## src/hw/rtl/status_led_pattern_generator_macros.svh

```systemverilog
// Assertion macros shared by the status LED pattern generator RTL.
`ifndef STATUS_LED_PATTERN_GENERATOR_MACROS_SVH
`define STATUS_LED_PATTERN_GENERATOR_MACROS_SVH

// Check that a condition implies another in the same cycle.
`define SLPG_ASSERT_SAME(lbl, clk, rstn, ante, cons, msg) \
    lbl: assert property (@(posedge clk) disable iff (!rstn) (ante) |-> (cons)) \
        else $error(msg);

// Check that a condition implies another in the following cycle.
`define SLPG_ASSERT_NEXT(lbl, clk, rstn, ante, cons, msg) \
    lbl: assert property (@(posedge clk) disable iff (!rstn) (ante) |=> (cons)) \
        else $error(msg);

`endif

```

## src/hw/rtl/slpg_pkg.sv

```systemverilog
// Shared types and constants of the status LED pattern generator.
package slpg_pkg;

    localparam int unsigned ADDR_W  = 5;
    localparam int unsigned DATA_W  = 32;
    localparam logic [7:0]  PEAK_DUTY = 8'd150;

    // Register reset values
    localparam logic [1:0]  RST_LED_MODE       = 2'd0;
    localparam logic [7:0]  RST_BLINK_COUNT    = 8'd0;
    localparam logic [7:0]  RST_LED_LEVEL      = 8'd20;
    localparam logic [15:0] RST_BLINK_INTERVAL = 16'd100;
    localparam logic [15:0] RST_PULSE_INTERVAL = 16'd5;
    localparam logic [15:0] RST_PAUSE_TICKS    = 16'd1000;
    localparam logic [15:0] RST_LOOP_TICKS     = 16'd10;

    // Register word indexes (byte address / 4)
    typedef enum logic [2:0] {
        REG_LED_MODE       = 3'd0,
        REG_BLINK_COUNT    = 3'd1,
        REG_LED_LEVEL      = 3'd2,
        REG_BLINK_INTERVAL = 3'd3,
        REG_PULSE_INTERVAL = 3'd4,
        REG_PAUSE_TICKS    = 3'd5,
        REG_LOOP_TICKS     = 3'd6
    } reg_idx_t;

    // Mode codes
    localparam logic [1:0] MODE_STEADY = 2'd0;
    localparam logic [1:0] MODE_BLINK  = 2'd1;
    localparam logic [1:0] MODE_INVERT = 2'd2;
    localparam logic [1:0] MODE_PULSE  = 2'd3;

    typedef struct packed {
        logic [1:0]  led_mode;
        logic [7:0]  blink_count;
        logic [7:0]  led_level;
        logic [15:0] blink_interval;
        logic [15:0] pulse_interval;
        logic [15:0] pause_ticks;
        logic [15:0] loop_ticks;
    } cfg_t;

    // Treat a zero interval as one tick
    function automatic logic [15:0] at_least_one(input logic [15:0] v);
        return (v == 16'd0) ? 16'd1 : v;
    endfunction

endpackage

```

## src/hw/rtl/slpg_regs.sv

```systemverilog
// APB-style configuration register file of the status LED pattern generator.
module slpg_regs (
    input  logic                        aclk,
    input  logic                        aresetn,
    input  logic                        psel,
    input  logic                        penable,
    input  logic                        pwrite,
    input  logic [slpg_pkg::ADDR_W-1:0] paddr,
    input  logic [slpg_pkg::DATA_W-1:0] pwdata,
    output logic [slpg_pkg::DATA_W-1:0] prdata,
    output logic                        pready,
    output slpg_pkg::cfg_t              cfg,
    output logic                        mode_wr
);
    import slpg_pkg::*;

    cfg_t       cfg_reg;
    logic       wr_en;
    logic [2:0] idx;

    assign pready  = 1'b1;
    assign idx     = paddr[ADDR_W-1:2];
    assign wr_en   = psel && penable && pwrite;
    assign mode_wr = wr_en && (idx == REG_LED_MODE);
    assign cfg     = cfg_reg;

    // Hold register contents, update on a write transaction
    always_ff @(posedge aclk) begin
        if (!aresetn) begin
            cfg_reg.led_mode       <= RST_LED_MODE;
            cfg_reg.blink_count    <= RST_BLINK_COUNT;
            cfg_reg.led_level      <= RST_LED_LEVEL;
            cfg_reg.blink_interval <= RST_BLINK_INTERVAL;
            cfg_reg.pulse_interval <= RST_PULSE_INTERVAL;
            cfg_reg.pause_ticks    <= RST_PAUSE_TICKS;
            cfg_reg.loop_ticks     <= RST_LOOP_TICKS;
        end else if (wr_en) begin
            unique case (idx)
                REG_LED_MODE:       cfg_reg.led_mode       <= pwdata[1:0];
                REG_BLINK_COUNT:    cfg_reg.blink_count    <= pwdata[7:0];
                REG_LED_LEVEL:      cfg_reg.led_level      <= pwdata[7:0];
                REG_BLINK_INTERVAL: cfg_reg.blink_interval <= pwdata[15:0];
                REG_PULSE_INTERVAL: cfg_reg.pulse_interval <= pwdata[15:0];
                REG_PAUSE_TICKS:    cfg_reg.pause_ticks    <= pwdata[15:0];
                REG_LOOP_TICKS:     cfg_reg.loop_ticks     <= pwdata[15:0];
                default: ;
            endcase
        end
    end

    // Return the addressed register on reads
    always_comb begin
        prdata = '0;
        unique case (idx)
            REG_LED_MODE:       prdata = {30'd0, cfg_reg.led_mode};
            REG_BLINK_COUNT:    prdata = {24'd0, cfg_reg.blink_count};
            REG_LED_LEVEL:      prdata = {24'd0, cfg_reg.led_level};
            REG_BLINK_INTERVAL: prdata = {16'd0, cfg_reg.blink_interval};
            REG_PULSE_INTERVAL: prdata = {16'd0, cfg_reg.pulse_interval};
            REG_PAUSE_TICKS:    prdata = {16'd0, cfg_reg.pause_ticks};
            REG_LOOP_TICKS:     prdata = {16'd0, cfg_reg.loop_ticks};
            default:            prdata = '0;
        endcase
    end

endmodule

```

## src/hw/rtl/slpg_core.sv

```systemverilog
// Pattern state machine: phase, hold timer, repeat count and ramp of the LED duty.
module slpg_core (
    input  logic           aclk,
    input  logic           aresetn,
    input  slpg_pkg::cfg_t cfg,
    input  logic           mode_wr,
    input  logic           step,
    input  logic           tick,
    output logic [7:0]     duty,
    output logic           pass_start
);
    import slpg_pkg::*;

    typedef enum logic [2:0] {
        PH_START  = 3'd0,
        PH_FIRST  = 3'd1,
        PH_SECOND = 3'd2,
        PH_UP     = 3'd3,
        PH_DOWN   = 3'd4,
        PH_PAUSE  = 3'd5,
        PH_LOOP   = 3'd6
    } phase_t;

    phase_t      phase_reg, phase_next, ph1;
    logic [7:0]  repeat_reg, repeat_next, rep1;
    logic [15:0] hold_reg, hold_next, hold1;
    logic [7:0]  ramp_reg, ramp_next, ramp1;
    logic [7:0]  duty_reg, duty_next, duty1;
    logic        start1;
    logic [15:0] len;
    logic        phase_done;
    logic        inverted;
    logic [7:0]  ramp_inc;

    assign inverted = (cfg.led_mode == MODE_INVERT);
    assign ramp_inc = ramp1 + 8'd1;

    // Begin a pass when the phase is start or an unused code
    always_comb begin
        ph1    = phase_reg;
        rep1   = repeat_reg;
        hold1  = hold_reg;
        ramp1  = ramp_reg;
        duty1  = duty_reg;
        start1 = 1'b0;
        unique case (phase_reg)
            PH_FIRST, PH_SECOND, PH_UP, PH_DOWN, PH_PAUSE, PH_LOOP: ;
            default: begin
                start1 = 1'b1;
                rep1   = 8'd0;
                ramp1  = 8'd0;
                hold1  = 16'd0;
                unique case (cfg.led_mode)
                    MODE_BLINK: begin
                        ph1   = PH_FIRST;
                        duty1 = cfg.led_level;
                    end
                    MODE_INVERT: begin
                        ph1   = PH_FIRST;
                        duty1 = 8'd0;
                    end
                    MODE_PULSE: begin
                        ph1   = PH_UP;
                        duty1 = 8'd0;
                    end
                    default: begin
                        ph1   = PH_LOOP;
                        duty1 = cfg.led_level;
                    end
                endcase
            end
        endcase
    end

    // Select the length of the current phase
    always_comb begin
        unique case (ph1)
            PH_FIRST, PH_SECOND: len = at_least_one(cfg.blink_interval);
            PH_UP, PH_DOWN:      len = at_least_one(cfg.pulse_interval);
            PH_PAUSE:            len = at_least_one(cfg.pause_ticks);
            default:             len = at_least_one(cfg.loop_ticks);
        endcase
    end

    assign phase_done = ({1'b0, hold1} + 17'd1) >= {1'b0, len};

    // Advance the hold timer or move to the next phase
    always_comb begin
        phase_next  = ph1;
        repeat_next = rep1;
        hold_next   = hold1 + 16'd1;
        ramp_next   = ramp1;
        duty_next   = duty1;
        if (phase_done) begin
            hold_next = 16'd0;
            unique case (ph1)
                PH_FIRST: begin
                    phase_next = PH_SECOND;
                    duty_next  = inverted ? cfg.led_level : 8'd0;
                end
                PH_SECOND: begin
                    if (rep1 >= cfg.blink_count) begin
                        phase_next = (cfg.pause_ticks == 16'd0) ? PH_LOOP : PH_PAUSE;
                    end else begin
                        repeat_next = rep1 + 8'd1;
                        phase_next  = PH_FIRST;
                        duty_next   = inverted ? 8'd0 : cfg.led_level;
                    end
                end
                PH_UP: begin
                    if (ramp_inc >= PEAK_DUTY) begin
                        ramp_next  = PEAK_DUTY;
                        phase_next = PH_DOWN;
                        duty_next  = PEAK_DUTY;
                    end else begin
                        ramp_next  = ramp_inc;
                        phase_next = PH_UP;
                        duty_next  = ramp_inc;
                    end
                end
                PH_DOWN: begin
                    if (ramp1 <= 8'd1) begin
                        ramp_next  = 8'd0;
                        phase_next = PH_LOOP;
                    end else begin
                        ramp_next  = ramp1 - 8'd1;
                        phase_next = PH_DOWN;
                        duty_next  = ramp1 - 8'd1;
                    end
                end
                PH_PAUSE: phase_next = PH_LOOP;
                default:  phase_next = PH_START;
            endcase
        end
    end

    // Report the duty; a report-only transaction sees the held duty
    assign duty       = tick ? duty1 : duty_reg;
    assign pass_start = tick && start1;

    // Hold pattern state; restart on a mode write
    always_ff @(posedge aclk) begin
        if (!aresetn) begin
            phase_reg  <= PH_START;
            repeat_reg <= 8'd0;
            hold_reg   <= 16'd0;
            ramp_reg   <= 8'd0;
            duty_reg   <= 8'd0;
        end else if (mode_wr) begin
            phase_reg  <= PH_START;
            repeat_reg <= 8'd0;
            hold_reg   <= 16'd0;
            ramp_reg   <= 8'd0;
        end else if (step && tick) begin
            phase_reg  <= phase_next;
            repeat_reg <= repeat_next;
            hold_reg   <= hold_next;
            ramp_reg   <= ramp_next;
            duty_reg   <= duty_next;
        end
    end

endmodule

```

## src/hw/rtl/status_led_pattern_generator.sv

```systemverilog
// Status LED pattern generator top level: input register, pattern core, result register.
//
// Each input transaction carries s_tick. With s_tick = 1 the block reports the
// duty driven during that tick and advances the pattern one tick; with
// s_tick = 0 it only reports the held duty. Every input transaction yields
// exactly one result transaction (m_duty, m_pass_start), in order.
// A result is registered: the input register feeds the core and the result
// register takes its output. Throughput: one transaction per cycle while the
// receiver takes results, as the phase and timer update is combinational.
// The input register keeps accepting while a result waits: when the receiver
// stalls, one transaction sits in the result register and one in the input
// register, then s_ready drops until m_ready returns.
// Reset (aresetn low, synchronous) empties both registers, loads the register
// defaults and puts the pattern at the start of a pass. Write configuration
// only while no transaction is in flight; a led_mode write restarts the
// pattern at the next tick.
`include "status_led_pattern_generator_macros.svh"
module status_led_pattern_generator (
    input  logic                        aclk,
    input  logic                        aresetn,
    input  logic                        psel,
    input  logic                        penable,
    input  logic                        pwrite,
    input  logic [slpg_pkg::ADDR_W-1:0] paddr,
    input  logic [slpg_pkg::DATA_W-1:0] pwdata,
    output logic [slpg_pkg::DATA_W-1:0] prdata,
    output logic                        pready,
    input  logic                        s_valid,
    output logic                        s_ready,
    input  logic                        s_tick,
    output logic                        m_valid,
    input  logic                        m_ready,
    output logic [7:0]                  m_duty,
    output logic                        m_pass_start
);
    import slpg_pkg::*;

    cfg_t       cfg;
    logic       mode_wr;
    logic       in_valid_reg;
    logic       tick_reg;
    logic       m_valid_reg;
    logic [7:0] duty_reg;
    logic       start_reg;
    logic       advance;
    logic [7:0] core_duty;
    logic       core_start;

    slpg_regs u_regs (
        .aclk    (aclk),
        .aresetn (aresetn),
        .psel    (psel),
        .penable (penable),
        .pwrite  (pwrite),
        .paddr   (paddr),
        .pwdata  (pwdata),
        .prdata  (prdata),
        .pready  (pready),
        .cfg     (cfg),
        .mode_wr (mode_wr)
    );

    slpg_core u_core (
        .aclk       (aclk),
        .aresetn    (aresetn),
        .cfg        (cfg),
        .mode_wr    (mode_wr),
        .step       (advance),
        .tick       (tick_reg),
        .duty       (core_duty),
        .pass_start (core_start)
    );

    assign advance = in_valid_reg && (!m_valid_reg || m_ready);
    assign s_ready = !in_valid_reg || advance;

    // Capture an input transaction, drop it once it moves on
    always_ff @(posedge aclk) begin
        if (!aresetn) begin
            in_valid_reg <= 1'b0;
        end else if (s_valid && s_ready) begin
            in_valid_reg <= 1'b1;
        end else if (advance) begin
            in_valid_reg <= 1'b0;
        end
    end

    always_ff @(posedge aclk) begin
        if (s_valid && s_ready) begin
            tick_reg <= s_tick;
        end
    end

    // Load the result register, release it when taken
    always_ff @(posedge aclk) begin
        if (!aresetn) begin
            m_valid_reg <= 1'b0;
        end else if (advance) begin
            m_valid_reg <= 1'b1;
        end else if (m_ready) begin
            m_valid_reg <= 1'b0;
        end
    end

    always_ff @(posedge aclk) begin
        if (advance) begin
            duty_reg  <= core_duty;
            start_reg <= core_start;
        end
    end

    assign m_valid      = m_valid_reg;
    assign m_duty       = duty_reg;
    assign m_pass_start = start_reg;

    `SLPG_ASSERT_SAME(a_drain_when_free, aclk, aresetn, in_valid_reg && !m_valid_reg,
                      advance, "input stage stuck while result register is free")
    `SLPG_ASSERT_SAME(a_start_needs_tick, aclk, aresetn, advance && core_start,
                      tick_reg, "pass start reported without a tick")
    `SLPG_ASSERT_NEXT(a_result_after_advance, aclk, aresetn, advance,
                      m_valid, "advanced transaction did not reach the result register")

endmodule

```

## config.mk

```make
export PLATFORM = sky130hd
export DESIGN_NAME = status_led_pattern_generator
export DESIGN_NICKNAME = d
export VERILOG_FILES = /design/src/hw/rtl/slpg_pkg.sv /design/src/hw/rtl/slpg_regs.sv /design/src/hw/rtl/slpg_core.sv /design/src/hw/rtl/status_led_pattern_generator.sv
export VERILOG_INCLUDE_DIRS = /design/src /design/src/hw/rtl
export SDC_FILE = /design/constraint.sdc
export NUM_CORES = 1
export LEC_CHECK = 0
export BUFFER_PORTS_ARGS = -buffer_cell sky130_fd_sc_hd__buf_2
export CORE_AREA = 4 4 143 145
export DETAILED_ROUTE_END_ITERATION = 8
export DIE_AREA = 0 0 147 149
export SYNTH_ARGS = -nofsm -noshare
export SYNTH_HDL_FRONTEND = slang
export SYNTH_SLANG_ARGS = --single-unit
```

## constraint.sdc

```tcl
create_clock -name aclk -period 4.75 [get_ports aclk]
set_input_delay 0.475 -clock aclk [delete_from_list [all_inputs] [get_ports aclk]]
set_output_delay 0.475 -clock aclk [all_outputs]
set_load 0.01 [all_outputs]
```

==> results of run 1 <==
[synthesized netlist by cell type (3+ instances only)]
master	number	share of area
a211oi_1	6	0.0053
a21boi_0	55	0.049
a21o_1	5	0.0044
a21oi_1	52	0.031
a221oi_1	21	0.022
a22o_1	22	0.023
a22oi_1	9	0.0080
a31o_2	4	0.0041
a31oi_1	3	0.0022
a32oi_1	5	0.0052
a41oi_1	3	0.0031
and2_1	7	0.0052
and3_1	12	0.0089
buf_1	6	0.0027
buf_2	4	0.0024
buf_4	17	0.015
clkbuf_1	60	0.027
dfxtp_1	127	0.30
edfxtp_1	10	0.035
ha_1	33	0.049
inv_1	28	0.012
mux2_2	4	0.0053
mux2i_1	36	0.042
nand2_1	224	0.099
nand2b_1	7	0.0052
nand3_1	43	0.025
nand4_1	9	0.0066
nor2_1	69	0.031
nor2b_1	27	0.020
nor3_1	13	0.0077
nor4_1	17	0.013
o211ai_1	4	0.0035
o21a_1	3	0.0027
o21ai_0	47	0.028
o221ai_1	4	0.0041
o22ai_1	7	0.0052
o2bb2ai_1	6	0.0062
o32a_1	5	0.0059
or2_2	10	0.0074
or3_1	9	0.0066
or4_1	3	0.0027
xnor2_1	11	0.011
xor2_1	12	0.012
[cell type report]
cell class,count,area share
clock buffers,20,0.0502
repair buffers,81,0.0498
clock inverters,12,0.0107
multi-input cells,853,0.546
well taps,265,0.0347
flip-flops and latches,137,0.298
inverters,28,0.0110
[repair_timing]
item | in CTS | in global routing
endpoints found under the setup margin | 0 | 22
gates resized for setup | 0 | 3
setup buffers | 0 | 1
[where the power goes]
group	internal [mW]	switching (mW)	leakage (nW)
Sequential	1.18	0.0132	1.12
Clock	0.743	0.574	0.272
Combinational	0.0926	0.189	2.19
Total	2.02	0.776	3.58
[routing by layer]
| metal | share of wire | track usage | vias up |
|---|---|---|---|
| met3 | 0.060 | 0.0374 | 38 |
| met4 | 0.020 | 0.0704 | 0 |
| met5 | 0 | 0 | - |
| met1 | 0.46 | 0.335 | 3860 |
| li1 | - | - | 3921 |
| met2 | 0.46 | 0.381 | 286 |
[final timing paths]
check,from,end,depth (start not counted)
setup / recovery,u_regs.cfg[80],u_core.duty_reg[0],15
hold / removal,s_tick,tick_reg,1
setup reg to reg,u_regs.cfg[80],u_core.duty_reg[0],15
hold reg to reg,u_core.hold_reg[1],u_core.hold_reg[1],2
[stage by stage]
step	hold WS (ns)	worst slack, ns	std cells	instance area, µm²
floorplan	0.436	0.643	1105	8540
global placement	0.451	0.221	1363	8950
detailed placement	0.472	0.136	1363	8950
CTS	0.221	0.122	1395	9530
global route	0.228	0.0106	1396	9550
finish	0.234	0.351	1396	9550
[worst register-to-register path, stage by stage (launching register included)]
cell	delay, ns
dfxtp_1	0.31
inv_1	0.09
ha_1	0.36
nand2b_1	0.17
nand2_1	0.12
a31oi_1	0.18
a41oi_2	0.57
a221oi_1	0.26
ha_1	0.38
nand4_1	0.16
or4_1	0.52
nand3_1	0.18
nor2_2	0.12
or4_4	0.52
a211oi_2	0.28
a221o_2	0.15
[kinds of logic (layout without fill, tap and decap cells)]
family	count (synthesis)	count (layout)	synth area share
mux	41	41	0.0505
compound gates	277	277	0.230
xor+xnor	23	23	0.0238
buf+inv	115	141	0.0590
simple gates	462	462	0.252
flops	137	137	0.335
other cells	2	17	0.000886
fa+ha+maj	33	33	0.0487
==> summary.txt, run 1 <==
Power
  • Leakage: roughly 3.6 nW
  • Overall power: between 2 and 3 mW
  • Peak VDD IR: approximately 0.24 mV
  • Total power divided by cell area: 292 nW/µm²

Global route
  • First-pass GRT wire length: 41,400 µm
  • Gr ovfl total: 0
  • Vias in the first global route: 7,405
  • GRT Util Overall: 0.239
  • Initial antenna violation count: 0
  • Pin count of the biggest net entering global routing: 94

Clock network
  • CTS Buf Count: 17
  • CTS root buffer: clkbuf_16
  • Clock tree from TritonCTS: done
  • CTS Buffer Depth: 2
  • CTS Hold Bufs: 0
  • Worst-Skew Late Latency: 0.42 ns
  • Clock transition at the registers of the reported paths: 0.06 ns
  • Num Clock Sinks: ~140
  • H-tree levels: 4

Worst setup path
  • Top delay family on crit path: simple AND/OR/NAND/NOR gates
  • CP arrival: 4.77 ns
  • CP dominant cell by count: ha_1
  • Worst R2R Setup Slack: 0.35 ns
  • CP max-delay cell: a41oi_2
  • Startpoint class of the critical path: flop
  • Worst-path maximum fanout: 11
  • Req. time, crit path: between 5 and 6 ns
  • WS Path Type: flop to flop
  • Slowest stage delay, CP: 0.57 ns
  • Crit. End Element: flop
  • WP buf/inv: 1
  • Cell Chain, Critical Path: inv_1 > ha_1 > nand2b_1 > nand2_1 > a31oi_1 > a41oi_2 > a221oi_1 > ha_1 > nand4_1 > or4_1 > nand3_1 > nor2_2 > or4_4 > a211oi_2 > a221o_2

Finish
  • Layout overhead on the synthesized area: 12.6%
  • Max reg flops: 82
  • Final net count: 1,196
  • Final core occ: 0.497
  • Most common cell after layout, fill and taps aside: nand2_1
  • Share of cells above drive strength 1: 0.129
  • Number of diodes: 0
  • Sequential Area: around 2800 µm²
  • Multi-input logic area: around 5200 µm²
  • Fill cell count: around 1.9k
  • Commonest cells after routing, fill and taps aside: nand2_1 (224), dfxtp_1 (127), nor2_1 (68), a21boi_0 (55), buf_2 (53)

Place
  • DP HPWL: 18,400 µm
  • PortBufs: 53
  • Routability cong.: 0.861

STA
  • Max Clk Rate: 227 MHz
  • Final hold vios: 0
  • Unrepaired setup endpoints after global routing: false
  • Setup TNS: 0 ns
  • Headroom to the max-slew limit: 0.192
  • Worst-Margin Slew: 1.21 ns
  • Final setup skew: 0.0108 ns
  • Max Slew Vio Count: 0
  • Min cycle time layout: roughly 4.4 ns
  • Final setup viols: 0
  • Final worst-path cycle share: 0.926

Die
  • Initial core utilization: 0.441
  • Std cell rows: 51
  • IO Pins: 89
  • Die Span Y: 149 µm
  • Total core area: 19,200 µm²
  • Die width: 147 µm
  • Die area: 21,900 µm²

Detailed routing
  • Vias: 8,105
  • Post-route ant nets: 0
  • Total Wirelength: 26,200 µm
  • # DRC: 0
  • Vias per cell: 5.81
  • Wirelength per Cell: 18.8 µm
  • Drt pass-1 iters: 6
  • Iteration-0 DRC Markers: between 700 and 800

Synth
  • Sequential area share after synthesis: 0.335
  • Synth async-reset ratio: 0
  • Synth Instances: ~1.1k
  • Mapped Area: around 8500 µm²
  • Unique masters post-synth: 68
  • Predominant post-synthesis flop cell: dfxtp_1
  • Synth warn: 0
  • Avg Inst Size Synth: 7.78 µm²
  • Post-synthesis register bit count: 137
  • Post-synth EDFFs: 10

Outcome
  • Status: finished, final reports clean

Flow run
  • Max-cap violation count: 0

Worst hold path
  • Worst hold path type: primary input to flop
No activity file was read; power rests on OpenSTA's default activity.
==> run 2, diff against run 1 <==
--- a/config.mk
+++ b/config.mk
@@ -10,6 +10,7 @@
 export CORE_AREA = 4 4 143 145
 export DETAILED_ROUTE_END_ITERATION = 8
 export DIE_AREA = 0 0 147 149
+export MAX_ROUTING_LAYER = met4
 export SYNTH_ARGS = -nofsm -noshare
 export SYNTH_HDL_FRONTEND = slang
 export SYNTH_SLANG_ARGS = --single-unit
==> run 2 against run 1 <==
Total power about the same. Die area unchanged. Core utilization unchanged. Routed wire length is essentially flat. Critical path depth up 3. Flip-flop and latch count stayed put. Setup slack worse by 0.00082 ns. Combinational power is essentially flat. Sequential share of layout area did not move. Non-clock buffer count is the same. Sequential power hardly changed. Largest cell class unchanged.
==> summary.txt, run 2 (synthesis results as in run 1) <==
Finish
  • Most common cell after layout, fill and taps aside: nand2_1
  • Fin cells: roughly 1.4k
  • Number of diodes: 0
  • Share of cells above drive strength 1: 0.129
  • Layout overhead on the synthesized area: 12.6%
  • Final net count: approximately 1.2k
  • Final core occ: 0.497
  • Commonest cells after routing, fill and taps aside: nand2_1 (224), dfxtp_1 (127), nor2_1 (68), a21boi_0 (55), buf_2 (53)
  • Max reg flops: 82

Worst setup path
  • CP arrival: 4.75 ns
  • Worst-path maximum fanout: 14
  • Worst R2R Setup Slack: ~0.35 ns
  • R2R depth: 18
  • Critical Path Start: u_regs.cfg[80]
  • Startpoint class of the critical path: flop
  • Worst r2r dst: u_core.repeat_reg[1]
  • WS Path Type: flop to flop
  • Critical path endpoint: u_core.repeat_reg[1]
  • Crit. End Element: flop
  • Req. time, crit path: 5.11 ns
  • Reg2reg start: u_regs.cfg[80]

Detailed routing
  • Wirelength per Cell: 18.8 µm
  • Vias: around 8.1k
  • DR top layer: met4
  • Total Wirelength: 26,200 µm
  • Metal-1 WL: 12,000 µm
  • Routed wl met2: about 12,000 µm
  • Post-route ant nets: 0
  • # DRC: 0
  • Iteration-0 DRC Markers: 790
  • Met3 wire length: 1730 µm
  • Drt pass-1 iters: 6
  • Vias per cell: 5.80

Die
  • Total core area: 19,200 µm²
  • Die area: 21,900 µm²
  • IO Pins: 89
  • Die width: 147 µm
  • Std cell rows: 51
  • Initial core utilization: 0.441
  • Die Span Y: 149 µm

Worst hold path
  • Worst hold path type: primary input to flop
  • Hold_sp: s_tick

STA
  • Max Clk Rate: between 200 and 250 MHz
  • Min cycle time layout: between 4 and 5 ns
  • Final setup skew: 0.0127 ns
  • Setup TNS: 0 ns
  • Worst-Margin Slew: 1.24 ns
  • Final setup viols: 0
  • Final hold vios: 0
  • Unrepaired setup endpoints after global routing: false
  • Final worst-path cycle share: 0.926
  • Headroom to the max-slew limit: 0.172
  • Max Slew Vio Count: 0
  • Final hold slack: 0.234 ns

Global route
  • Gr ovfl total: 0
  • Vias in the first global route: around 7.4k
  • Pin count of the biggest net entering global routing: 94
  • First-pass GRT wire length: 41,400 µm
  • Initial antenna violation count: 0
  • GRT Util Overall: 0.246

Clock network
  • CTS Hold Bufs: 0
  • CTS Buf Count: 17
  • Clock transition at the registers of the reported paths: 0.06 ns
  • CTS Buffer Depth: 2
  • Clock tree from TritonCTS: done
  • CTS root buffer: clkbuf_16
  • Num Clock Sinks: 137
  • H-tree levels: 4
  • Worst-Skew Late Latency: 0.43 ns

Power
  • Peak VDD IR: 0.244 mV
  • Total power divided by cell area: 292 nW/µm²
  • Leakage: between 3 and 4 nW

Flow run
  • Max-cap violation count: 0

Place
  • Routability cong.: 0.875
  • PortBufs: 53
  • Placed Cells incl. Taps: 1,363
  • DP HPWL: 18,400 µm

Outcome
  • Status: finished, final reports clean
## run 2: cell counts in the layout (fill, tap and decap cells not counted)
No cell type changed its count.
## run 2: cell type report
class / count / area [µm²]
Tap cell: 265 / 332
Sequential cell: 137 / 2840
Fill cell: 1896 / 9660
Clock buffer: 20 / 479
Inverter: 28 / 105
Multi-Input combinational cell: 853 / 5210
Timing Repair Buffer: 81 / 475
Clock inverter: 12 / 103
## run 2: worst min-delay path by stage
stage | endpoint | slack, ns | depth (start not counted)
floorplan | u_core.hold_reg[1] | 0.44 | 2
global placement | u_core.hold_reg[1] | 0.45 | 2
detailed placement | u_core.hold_reg[8] | 0.47 | 2
CTS | tick_reg | 0.22 | 1
global route | tick_reg | 0.22 | 1
finish | tick_reg | 0.23 | 1
## run 2: stage by stage
| step | area, µm² | power [mW] | setup slack (ns) |
|---|---|---|---|
| after detailed placement | 8950 | 1.49 | 0.136 |
| after floorplan | 8540 | 1.40 | 0.643 |
| after global placement | 8950 | 1.49 | 0.221 |
| after CTS | 9530 | 2.80 | 0.122 |
| final | 9550 | 2.79 | 0.350 |
| after global routing | 9550 | 2.88 | 0.0106 |
## run 2: worst max-delay path, stage by stage (launching register included)
cell and delay [ns]:
dfxtp_1 0.32, inv_1 0.07, ha_1 0.31, buf_4 0.17, nand2b_1 0.14, nor3_1 0.06, o21ai_0 0.15, nand2_1 0.41
a221oi_1 0.62, ha_1 0.34, nor2b_1 0.13, o21a_1 0.16, o21ai_0 0.25, nand3_2 0.16, o211ai_1 0.51, buf_4 0.23
and3_1 0.15, a41oi_1 0.04, nor2_1 0.13
## run 2: what timing repair did
action,in CTS,in global routing
buffers inserted,0,1
endpoints found under the setup margin,0,22
gates resized for setup,0,3
## run 2: layer usage
metal	vias to the layer above	GRT usage
met1	3827	0.336
met5	-	-
met4	0	0.0662
met2	309	0.382
met3	44	0.0413
li1	3916	-
## run 2: power by group
group / switching (mW) / leakage (nW) / internal (mW)
combinational: 0.188 / 2.19 / 0.0926
clock: 0.575 / 0.272 / 0.743
sequential: 0.0131 / 1.12 / 1.18
==> run 3, diff against run 2 <==
--- a/config.mk
+++ b/config.mk
@@ -7,10 +7,14 @@
 export NUM_CORES = 1
 export LEC_CHECK = 0
 export BUFFER_PORTS_ARGS = -buffer_cell sky130_fd_sc_hd__buf_2
-export CORE_AREA = 4 4 143 145
+export CELL_PAD_IN_SITES_DETAIL_PLACEMENT = 2
+export CELL_PAD_IN_SITES_GLOBAL_PLACEMENT = 2
+export CORE_AREA = 2 2 159 161
+export CTS_CLUSTER_DIAMETER = 50
 export DETAILED_ROUTE_END_ITERATION = 8
-export DIE_AREA = 0 0 147 149
+export DIE_AREA = 0 0 161 163
 export MAX_ROUTING_LAYER = met4
+export PLACE_DENSITY_LB_ADDON = 0.1
 export SYNTH_ARGS = -nofsm -noshare
 export SYNTH_HDL_FRONTEND = slang
 export SYNTH_SLANG_ARGS = --single-unit
==> run 3 against run 2 <==
First-iteration DRC count fell by 28%. Critical path type unchanged. Die area rose by 20%. Final area rose by 2.0%. Non-clock buffer count rose by 4. Combinational power rose by 9.6%. Global-route usage rose by 1.5 points. Sequential power barely moved. Core utilization fell by 10 points. Count of clock-buffer cells in the layout rose by 1. Highest routed layer unchanged. Via count rose by 3.2%.
==> summary.txt, run 3 (synthesis results as in run 1) <==
Outcome
  • Status: finished, final reports clean

Clock network
  • Worst-Skew Late Latency: 0.43 ns
  • H-tree levels: 4
  • PostCTS Resize Cnt: 0
  • CTS Hold Bufs: 0
  • CTS Buf Count: 17
  • Post-CTS Setup Repair Bufs: 0
  • CTS Buffer Depth: 2
  • Clock transition at the registers of the reported paths: 0.07 ns
  • Num Clock Sinks: 137
  • CTS root buffer: clkbuf_16
  • Clock tree from TritonCTS: done

Die
  • Die Span Y: approximately 160 µm
  • Initial core utilization: 0.344
  • Die width: ~160 µm
  • Std cell rows: 58
  • IO Pins: 89
  • Total core area: between 20,000 and 25,000 µm²
  • Die area: 26,200 µm²

Finish
  • Share of cells above drive strength 1: 0.134
  • Commonest cells after routing, fill and taps aside: nand2_1 (223), dfxtp_1 (127), nor2_1 (67), a21boi_0 (55), buf_2 (53)
  • Final core occ: 0.395
  • Number of diodes: 0
  • Layout overhead on the synthesized area: 14.9%
  • Final net count: ~1.2k
  • Most common cell after layout, fill and taps aside: nand2_1
  • Max reg flops: 82

Power
  • Leakage: between 3 and 4 nW
  • Total power divided by cell area: 303 nW/µm²
  • Peak VDD IR: 0.241 mV

Detailed routing
  • Vias: 8,352
  • # DRC: 0
  • Iteration-0 DRC Markers: approximately 570
  • Wirelength per Cell: about 23 µm
  • Post-route ant nets: 0
  • Drt pass-1 iters: 6
  • Vias per cell: ~5.7
  • Total Wirelength: 33,100 µm

Flow run
  • Max-cap violation count: 0

STA
  • Final hold vios: 0
  • Max Clk Rate: ~230 MHz
  • Final setup viols: 0
  • Min cycle time layout: 4.44 ns
  • Final worst-path cycle share: 0.935
  • Setup TNS: 0 ns
  • Worst-Margin Slew: roughly 1.1 ns
  • Unrepaired setup endpoints after global routing: false
  • Max Slew Vio Count: 0
  • Headroom to the max-slew limit: 0.264
  • Final WS setup: just over 0.3 ns
  • Final setup skew: between 0.01 and 0.015 ns

Global route
  • GR Layer Usage met1: 0.322
  • GRT Util Overall: 0.261
  • Met3 usage: 0.0328
  • Gr ovfl total: 0
  • Global route hottest layer: met2
  • Vias in the first global route: 8,905
  • Met2 Use GR: 0.451
  • Pin count of the biggest net entering global routing: 94
  • First-pass GRT wire length: about 51,000 µm
  • Initial antenna violation count: 0

Worst setup path
  • Crit. End Element: flop
  • Worst-path maximum fanout: 8
  • WS Path Type: flop to flop
  • Top delay family on crit path: simple AND/OR/NAND/NOR gates
  • Req. time, crit path: 5.12 ns
  • CP arrival: 4.81 ns
  • Cell Chain, Critical Path: or3_4 > and3_1 > ha_1 > nand4_1 > or2_2 > or3_1 > a21oi_2 > ha_1 > nand4_1 > or4_1 > nand3_1 > nor2_4 > or4_4 > a211oi_2 > a221o_2
  • Startpoint class of the critical path: flop
  • Slowest stage delay, CP: 0.53 ns
  • WP buf/inv: 0
  • CP max-delay cell: or4_1

Place
  • PortBufs: 53
  • Worst slack, placed: 0.118 ns
  • Routability cong.: ~0.84
  • DP HPWL: 23,700 µm

Worst hold path
  • Worst hold path type: primary input to flop
[run 3: cell count changes in the layout (fill, tap and decap cells not counted), moves of 2 or more]
cell        previous run  this run
buf_4                 28        31
bufinv_16              0         3
a21oi_1               52        50
a21oi_2                0         2
clkinvlp_4             4         2
[run 3: worst paths after layout]
kind,startpoint,endpoint,slack (ns),cells past startpoint
worst min register to register,u_core.hold_reg[8],u_core.hold_reg[8],0.49,2
worst max register to register,u_core.phase_reg[0],u_core.duty_reg[0],0.31,15
worst max-delay path,u_core.phase_reg[0],u_core.duty_reg[0],0.31,15
worst min-delay path,s_tick,tick_reg,0.23,1
[run 3: metrics by stage]
step	cells	hold WS, ns	area (µm²)	total power, mW
floorplan	1105	0.436	8540	1.40
global placement	1433	0.451	9080	1.52
detailed placement	1433	0.479	9080	1.52
CTS	1465	0.220	9710	2.97
global route	1465	0.213	9740	3.05
finish	1465	0.229	9740	2.96
[run 3: cell type report]
type | count | area [µm²]
fill | 2875 | 14900
timing repair buffer | 85 | 518
clock buffer | 21 | 472
tap | 330 | 413
clock inverter | 11 | 160
sequential | 137 | 2840
multi-input combinational | 853 | 5230
inverter | 28 | 105
[run 3: worst register-to-register path, stage by stage, from the launching register on]
cell and delay, ns:
dfxtp_1 0.38, or3_4 0.20, and3_1 0.24, ha_1 0.24, nand4_1 0.16, or2_2 0.38, or3_1 0.40, a21oi_2 0.20
ha_1 0.21, nand4_1 0.15, or4_1 0.53, nand3_1 0.22, nor2_4 0.11, or4_4 0.51, a211oi_2 0.30, a221o_2 0.16
[run 3: where the power goes]
part / switching, mW / internal, mW
clock: 0.571 / 0.884
combinational: 0.208 / 0.100
sequential: 0.0143 / 1.18
total: 0.793 / 2.16
[run 3: metal layers]
layer / vias to the layer above / part of all wire
li1: 3920 / -
met1: 4249 / 0.46
met2: 140 / 0.50
met3: 43 / 0.029
met4: 0 / 0.020
met5: - / 0
